==> config.mk <==
export PLATFORM = sky130hd
export DESIGN_NAME = lph_ctrl
export DESIGN_NICKNAME = d
export VERILOG_FILES = /design/src/design/assert_macros.svh /design/src/design/lph_pkg.sv /design/src/design/lph_ctrl.sv
export SDC_FILE = /design/constraint.sdc
export NUM_CORES = 1
export LEC_CHECK = 0
export BUFFER_PORTS_ARGS = -buffer_cell sky130_fd_sc_hd__buf_2
export CORE_AREA = 2 2 39 41
export DETAILED_ROUTE_END_ITERATION = 8
export DIE_AREA = 0 0 41 43
export HOLD_SLACK_MARGIN = 0.12
export RECOVER_POWER = 25
export SLEW_MARGIN = 25
export SYNTH_ARGS = -nofsm -noshare
export SYNTH_HDL_FRONTEND = slang
export SYNTH_SLANG_ARGS = --single-unit
==> constraint.sdc <==
create_clock -name clk -period 2.8 [get_ports clk]
set_clock_uncertainty 0.1 [all_clocks]
set_input_delay 0.28 -clock clk [delete_from_list [all_inputs] [get_ports clk]]
set_output_delay 0.28 -clock clk [all_outputs]
set_load 0.03 [all_outputs]
==> src/design/assert_macros.svh <==
// Assertion macros for the top-level design file.
// Each macro takes a label, the clock, the active-low reset, a condition and
// the property that must follow from it.
`ifndef ASSERT_MACROS_SVH
`define ASSERT_MACROS_SVH

// The consequent must hold in the same cycle as the antecedent.
`define ASSERT_IMPLIES(label, clk, rst_n, ante, cons) \
    label: assert property (@(posedge clk) disable iff (!rst_n) (ante) |-> (cons)) \
        else $error("assertion failed");

// The consequent must hold in the cycle after the antecedent.
`define ASSERT_NEXT(label, clk, rst_n, ante, cons) \
    label: assert property (@(posedge clk) disable iff (!rst_n) (ante) |=> (cons)) \
        else $error("assertion failed");

`endif

==> src/design/lph_pkg.sv <==
`timescale 1ns / 1ps

package lph_pkg;

    // Table geometry and field widths.
    localparam int TABLE_DEPTH = 1024;
    localparam int IDX_W       = $clog2(TABLE_DEPTH);
    localparam int SIZE_W      = IDX_W + 1;
    localparam int KEY_BITS    = 32;
    localparam int VALUE_BITS  = 32;
    localparam int KEY_CNT_W   = $clog2(KEY_BITS);

    // Request kinds.
    localparam logic KIND_INSERT = 1'b0;
    localparam logic KIND_LOOKUP = 1'b1;

    // Result status codes.
    typedef enum logic [1:0] {
        STATUS_INSERTED  = 2'd0,
        STATUS_FULL      = 2'd1,
        STATUS_FOUND     = 2'd2,
        STATUS_NOT_FOUND = 2'd3
    } status_code_t;

    // One row of the slot memory.
    typedef struct packed {
        logic                  valid;
        logic [KEY_BITS-1:0]   key;
        logic [VALUE_BITS-1:0] value;
    } slot_entry_t;

    // Commands from the controller to the datapath.
    typedef struct packed {
        logic         clear_en;
        logic         load_op;
        logic         div_step;
        logic         slot_init;
        logic         mem_read;
        logic         advance;
        logic         write_en;
        logic         out_load;
        status_code_t out_status;
    } dp_cmd_t;

    // Status from the datapath to the controller.
    typedef struct packed {
        logic clear_last;
        logic div_last;
        logic rd_valid;
        logic key_match;
        logic sweep_last;
        logic op_kind;
        logic out_free;
    } dp_status_t;

endpackage

==> src/design/lph_ctrl.sv <==
`timescale 1ns / 1ps

module lph_ctrl
(
    input  logic                clk,
    input  logic                rst_n,
    input  logic                req_valid,
    output logic                req_ready,
    input  lph_pkg::dp_status_t stat,
    output lph_pkg::dp_cmd_t    cmd
);

    typedef enum logic [2:0] {
        S_CLEAR,
        S_IDLE,
        S_DIV,
        S_READ,
        S_CHECK,
        S_DONE
    } state_t;

    state_t                state_reg;
    state_t                state_next;
    lph_pkg::status_code_t code_reg;
    lph_pkg::status_code_t code_next;

    // Next-state and command decode.
    always_comb
    begin
        state_next     = state_reg;
        code_next      = code_reg;
        req_ready      = 1'b0;
        cmd            = '0;
        cmd.out_status = code_reg;
        case (state_reg)
            S_CLEAR:
            begin
                cmd.clear_en = 1'b1;
                if (stat.clear_last)
                begin
                    state_next = S_IDLE;
                end
            end
            S_IDLE:
            begin
                req_ready = 1'b1;
                if (req_valid)
                begin
                    cmd.load_op = 1'b1;
                    state_next  = S_DIV;
                end
            end
            S_DIV:
            begin
                cmd.div_step = 1'b1;
                if (stat.div_last)
                begin
                    cmd.slot_init = 1'b1;
                    state_next    = S_READ;
                end
            end
            S_READ:
            begin
                cmd.mem_read = 1'b1;
                state_next   = S_CHECK;
            end
            S_CHECK:
            begin
                if (!stat.rd_valid)
                begin
                    // Empty slot ends both kinds of probe.
                    if (stat.op_kind == lph_pkg::KIND_INSERT)
                    begin
                        cmd.write_en = 1'b1;
                        code_next    = lph_pkg::STATUS_INSERTED;
                    end
                    else
                    begin
                        code_next = lph_pkg::STATUS_NOT_FOUND;
                    end
                    state_next = S_DONE;
                end
                else if (stat.op_kind == lph_pkg::KIND_LOOKUP && stat.key_match)
                begin
                    code_next  = lph_pkg::STATUS_FOUND;
                    state_next = S_DONE;
                end
                else if (stat.sweep_last)
                begin
                    code_next  = (stat.op_kind == lph_pkg::KIND_INSERT) ?
                                 lph_pkg::STATUS_FULL : lph_pkg::STATUS_NOT_FOUND;
                    state_next = S_DONE;
                end
                else
                begin
                    cmd.advance = 1'b1;
                    state_next  = S_READ;
                end
            end
            S_DONE:
            begin
                if (stat.out_free)
                begin
                    cmd.out_load = 1'b1;
                    state_next   = S_IDLE;
                end
            end
            default:
            begin
                state_next = S_IDLE;
            end
        endcase
    end

    // State and result code registers.
    always_ff @(posedge clk or negedge rst_n)
    begin
        if (!rst_n)
        begin
            state_reg <= S_CLEAR;
            code_reg  <= lph_pkg::STATUS_INSERTED;
        end
        else
        begin
            state_reg <= state_next;
            code_reg  <= code_next;
        end
    end

endmodule

==> impl_results.md, run 1 <==
* Drt initial violations at 1
* Drt wl/cell at 9.28 um
* Synth Flop Type: dfrtp_1
* Fmax at 0.538 GHz
* Initial Utilization at 0.243
* Setup ws final at 0.940 ns
* Most frequent cell after synthesis: dfrtp_1
* First-pass GRT wire length at 1.26 mm
* Max-slew violations at 0
* Slowest library cell on the worst path: dfrtp_1
* Mapped Nets at 45
* Period utilization at 0.664
* Synth area leaders: dfrtp_1, nor3b_1, a31oi_4, mux2i_1, o21ai_0
* Die height at 43 um
* Post-route DRC at 0
* Initial antenna violation count at 0
* Core Util, Final at 0.350
* Critical path's top delay family: simple AND/OR/NAND/NOR gates
* CP Max Fanout at 9
* Ys async rst share at 1.00
* ANT cells at 0
* Skew-Pair Late Insertion Delay at 0.23 ns
* Cells after synthesis at 35
* RSZ-0062 raised after global routing: false
* GRT Overall Usage at 0.108
* Top cell type's share of synthesized area at 0.372
* Layout net count at 70
* Status: completed
* Class of the worst hold path: input port to flop
* CTS tree: done
* Yosys top cell by area: dfrtp_1
* Critical Path Start Type: flop
* Max reg flops at 3
* Syn. warnings at 0
* Max cap viols at 0
* Post-synth EDFFs at 0
* Post-DRT Antenna Nets at 0
* Final Setup Violations at 0
* Cell Area, Synth at 337 sq um
* Setup repair bufs after CTS at 0
* CP Class: flop to output pin
* Sequential-to-total area share from yosys stat at 0.372
* Clk slew on worst S/H paths at 0.04 ns
* WL final at 696 um
* Die ar. at 1760 sq um
* CP Capture Type: output pin
* Via Count at 333
* CP Data Arrival Time at 1.48 ns
* Layout area overhead at 43.9%
* Largest net degree at the start of global routing at 10
* Minimum clock period at 1.86 ns
* Storage cell area at 125 sq um
* Max Root-Sink Buffers at 2
* Die X at 41 um
* Synthesized area per cell at 9.62 sq um
* Total grt overflow at 0
* Cts bufs inserted at 3
* #FFs+latches synth at 5
* Drt pass-1 iters at 2
* Worst Path Buf+Inv at 1
* Dpl ws at 1.17 ns
* I/O Pins at 21
* Fin area at 484 sq um
* Critical-path cell list: or3b_4, nor3_1, buf_2
* Number of global-route vias before repair at 319
* DR vias/cell at 4.44
* Post-cts resize count at 0
* Clock root buffer: clkbuf_4
* # fillers at 150
* Placed inst area at 449 sq um
* Core region area at 1380 sq um
* Final Hold Fails at 0
* Largest stage delay on the critical path at 0.45 ns
* Fin Setup TNS at 0 ns
* Cell row count at 14
* Top cells by count, synth: dfrtp_1, o21ai_0, and2_1, nor3b_1
* H-Tree Depth at 1
* Layout cells sized above 1 at 0.458
* Peak supply drop at 0.319 mV
* LEAKAGE at 0.243 nW
* Relative slew margins at 0.796
* GPL Wtd Cong at 0.694
* Port Buf Inserts at 20
* # clock sinks at 5
* Cell area power density at 1020 nW/um^2
* Worst-margin pin slew at 0.306 ns
* Critical Path RT at 2.42 ns
* Multi-input logic area at 196 sq um
* Cell variety after synth at 18
-- placed cells by master, fill, tap and decap left out, types with 2 or more instances in the layout --
cell type / count
and2_1: 3
a21oi_1: 2
nor3b_1: 3
nor2_1: 2
o21ai_0: 4
clkbuf_1: 2
dfrtp_1: 5
nor3_1: 2
clkbuf_4: 3
nand3_1: 2
mux2i_1: 2
buf_2: 19
inv_1: 2
-- logic make-up (layout without fill, tap and decap cells) --
| logic type | after synthesis | count (layout) | synth area share |
|---|---|---|---|
| AOI/OAI and AO/OA | 7 | 7 | 0.152 |
| buffers and inverters | 3 | 27 | 0.0446 |
| DFF | 5 | 5 | 0.372 |
| muxes | 3 | 3 | 0.104 |
| and+or+nand+nor | 17 | 17 | 0.327 |
-- power by group --
part	internal, mW	leakage [nW]	switching [mW]
sequential	0.105	0.0604	0.0419
clock	0.0536	0.0150	0.0251
combinational	0.103	0.168	0.165
total	0.261	0.243	0.232
-- per-layer routing --
layer	track usage	vias up	share of wire	routed length, um
met5	0	-	0	0
met4	0.0800	0	0.027	19
met3	0.0366	2	0.068	47
met2	0.141	11	0.47	325
met1	0.140	150	0.44	304
li1	-	170	-	-
-- through the flow --
stage / hold WS [ns] / total power, mW / std cells
after global routing: 0.229 / 0.535 / 75
after detailed placement: -0.000284 / 0.419 / 70
final: 0.226 / 0.493 / 75
after CTS: 0.224 / 0.500 / 75
after floorplan: -0.116 / 0.348 / 35
after global placement: -0.00423 / 0.414 / 70
-- timing repair --
action	in CTS	in global routing
hold buffers	1	0
setup endpoints to repair	0	0
endpoints found under the hold margin	5	0
-- final cells by class --
cell class              instances  area share
multi-input cells              27       0.406
repair buffers                 21       0.225
clock buffers                   4      0.0543
flip-flops and latches          5       0.258
inverters                       2      0.0155
well taps                      16      0.0413
-- worst reg2reg max path, delay by kind of cell (launching register included) --
family | cells | cell delay, ns
and+or+nand+nor | 1 | 0.46
DFF | 1 | 0.45
muxes | 1 | 0.31
AOI/OAI and AO/OA | 1 | 0.20
-- final timing paths --
| check | from | end | slack, ns | depth (start not counted) |
|---|---|---|---|---|
| min reg2reg | code_reg[1] | code_reg[1] | 0.41 | 1 |
| min in group asynchronous | rst_n | state_reg[0] | 0.32 | 2 |
| min | req_valid | state_reg[1] | 0.23 | 3 |
| max | state_reg[0] | cmd[3] | 0.94 | 3 |
| max reg2reg | state_reg[0] | code_reg[1] | 1.16 | 3 |
| max in group asynchronous | rst_n | state_reg[2] | 2.08 | 2 |
(Power assumes the default switching activity.)
==> run 2: changes to the inputs <==
==> constraint.sdc (replaced) <==
create_clock -name clk -period 1.8 [get_ports clk]
set_clock_uncertainty 0.1 [all_clocks]
set_input_delay 0.18 -clock clk [delete_from_list [all_inputs] [get_ports clk]]
set_output_delay 0.18 -clock clk [all_outputs]
set_load 0.03 [all_outputs]
==> run 2 against run 1 <==
Effect of this change:
- worst setup slack lost 0.81 ns
- largest power group unchanged
- critical path type unchanged
- sequential cell count is the same
- power grew 69%
- die area is the same
- via count grew 3.0%
- non-clock buffer count grew 4
- sequential power grew 29%
==> impl_results.md, run 2 (synthesis gave the netlist of run 1 again) <==
* ANT cells at 0 (unchanged)
* Max cap viols at 0 (unchanged)
* Status: completed (unchanged)
* Die ar. at 1760 sq um (unchanged)
* Beginning of the worst hold path: stat[1] (was req_valid)
* Total Power at 0.833 mW (was 0.493 mW)
* Initial antenna violation count at 0 (unchanged)
* Critical path's top delay family: simple AND/OR/NAND/NOR gates (unchanged)
* Layout area overhead at 58.0% (was 43.9%)
* Total grt overflow at 0 (unchanged)
* CP Class: flop to output pin (unchanged)
* Drt pass-1 iters at 1 (was 2)
* Setup repair bufs after CTS at 0 (unchanged)
* Layout net count at 74 (was 70)
* Fmax at 0.599 GHz
* Die X at 41 um (unchanged)
* R2r setup slk at 0.27 ns (was 1.16 ns)
* Drt wl/cell at 9.75 um (was 9.28 um)
* Max Root-Sink Buffers at 2 (unchanged)
* WL final at 770 um (was 696 um)
* Commonest non-fill, non-tap cell in the layout: buf_2 (unchanged)
* Cell area power density at 1570 nW/um^2 (was 1020 nW/um^2)
* Number of global-route vias before repair at 335 (was 319)
* Reg2reg end: code_reg[1] (unchanged)
* Initial Utilization at 0.243 (unchanged)
* Final Hold Fails at 0 (unchanged)
* GRT Overall Usage at 0.110 (was 0.108)
* Worst-margin pin slew at 0.271 ns (was 0.306 ns)
* Largest stage delay on the critical path at 0.43 ns (was 0.45 ns)
* Skew-Pair Late Insertion Delay at 0.24 ns (was 0.23 ns)
* GPL Wtd Cong at 0.626 (was 0.694)
* Slowest library cell on the worst path: or3b_4 (was dfrtp_1)
* Via Count at 343 (was 333)
* # fillers at 141 (was 150)
* Peak supply drop at 0.563 mV (was 0.319 mV)
* Fin area at 532 sq um (was 484 sq um)
* CP Data Arrival Time at 1.39 ns (was 1.48 ns)
* Worst Path Buf+Inv at 1 (unchanged)
* First-pass GRT wire length at 1.24 mm (was 1.26 mm)
* Dpl ws at 0.274 ns (was 1.17 ns)
* Inst Count DP at 73 (was 70)
* Relative slew margins at 0.819 (was 0.796)
* Combinational fraction of design power at 0.616 (was 0.543)
* Final Setup Violations at 0 (unchanged)
* Max reg flops at 3 (unchanged)
* Port Buf Inserts at 20 (unchanged)
* Critical Path RT at 1.52 ns (was 2.42 ns)
* CTS tree: done (unchanged)
* Final non-filler cell total at 79 (was 75)
* RSZ-0062 raised after global routing: false (unchanged)
* # clock sinks at 5 (unchanged)
* Sw frac at 0.461 (was 0.471)
* H-Tree Depth at 1 (unchanged)
* Fin Setup TNS at 0 ns (unchanged)
* Class of the worst hold path: input port to flop (unchanged)
* Post-DRT Antenna Nets at 0 (unchanged)
* Multi-input logic area at 211 sq um (was 196 sq um)
* Clk slew on worst S/H paths at 0.04 ns (about the same)
* P_sw at 0.384 mW (was 0.232 mW)
* Core region area at 1380 sq um (unchanged)
* Most frequent cells in the layout: buf_2, dfrtp_1, o21ai_0 (unchanged)
* Critical-path cell list: or3b_4, nor3_2, buf_2 (was or3b_4, nor3_1, buf_2)
* Die height at 43 um (unchanged)
* Largest net degree at the start of global routing at 9 (was 10)
* Critical Path Start Type: flop (unchanged)
* P_int at 0.449 mW (was 0.261 mW)
* Post-cts resize count at 0 (unchanged)
* Cell row count at 14 (unchanged)
* Worst reg2reg startpoint: state_reg[0] (unchanged)
* Core Util, Final at 0.384 (was 0.350)
* I/O Pins at 21 (unchanged)
* LEAKAGE at 0.269 nW (was 0.243 nW)
* Cts bufs inserted at 3 (unchanged)
* Seq pwr share at 0.227 (was 0.297)
* Layout cells sized above 1 at 0.524 (was 0.458)
* Worst R2R Path Depth at 3 (unchanged)
* DR vias/cell at 4.34 (was 4.44)
* Max-slew violations at 0 (unchanged)
* Hold EP: code_reg[1] (was state_reg[1])
* CP Capture Type: output pin (unchanged)
* Post-CTS Hold Buffers at 2 (was 1)
* Setup ws final at 0.130 ns (was 0.940 ns)
* Post-route DRC at 0 (unchanged)
* Clock root buffer: clkbuf_4 (unchanged)
* Post-DP HPWL at 633 um
* Drt initial violations at 0 (was 1)
* Clock network power share at 0.157 (was 0.160)
* WHS Path Cells at 2 (was 3)
* CP Max Fanout at 4 (was 9)
* Minimum clock period at 1.67 ns
* Storage cell area at 125 sq um (unchanged)
* Placed inst area at 487 sq um (was 449 sq um)
* Hold slack at 0.141 ns (was 0.226 ns)
* Period utilization at 0.928
## run 2: changes by cell type in the layout (fill, tap and decap cells not counted)
cell and change:
nor3_2 +1, dlygate4sd3_1 +1, nor3b_1 -2, buf_4 +3, nor3_1 -1, nor3b_2 +2
## run 2: power groups by stage
stage / Sequential, mW / Combinational, mW / Clock [mW]
finish: 0.189 / 0.513 / 0.131
global route: 0.195 / 0.566 / 0.144
CTS: 0.191 / 0.521 / 0.137
detailed placement: 0.191 / 0.517 / 0
global placement: 0.188 / 0.512 / 0
floorplan: 0.250 / 0.305 / 0
## run 2: metal layers
metal,up-vias,share of wire,GRT usage
li1,178,-,-
met5,-,0,0
met1,145,0.43,0.124
met4,0,0.025,0.100
met2,18,0.47,0.156
met3,2,0.068,0.0314
## run 2: final cells by class
class                      count  area share
inverter                       2      0.0141
sequential                     5       0.235
multi-input combinational     27       0.398
clock buffer                   4      0.0494
tap                           16      0.0376
timing repair buffer          25       0.266
## run 2: worst max path at each step
stage / startpoint / endpoint / slack, ns / depth (start not counted)
after floorplan: state_reg[1] / cmd[8] / 0.14 / 3
after global placement: state_reg[0] / code_reg[1] / 0.29 / 3
after detailed placement: state_reg[0] / code_reg[1] / 0.27 / 3
after CTS: state_reg[0] / cmd[3] / 0.12 / 3
after global routing: state_reg[0] / cmd[3] / 0.09 / 3
final: state_reg[0] / cmd[3] / 0.13 / 3
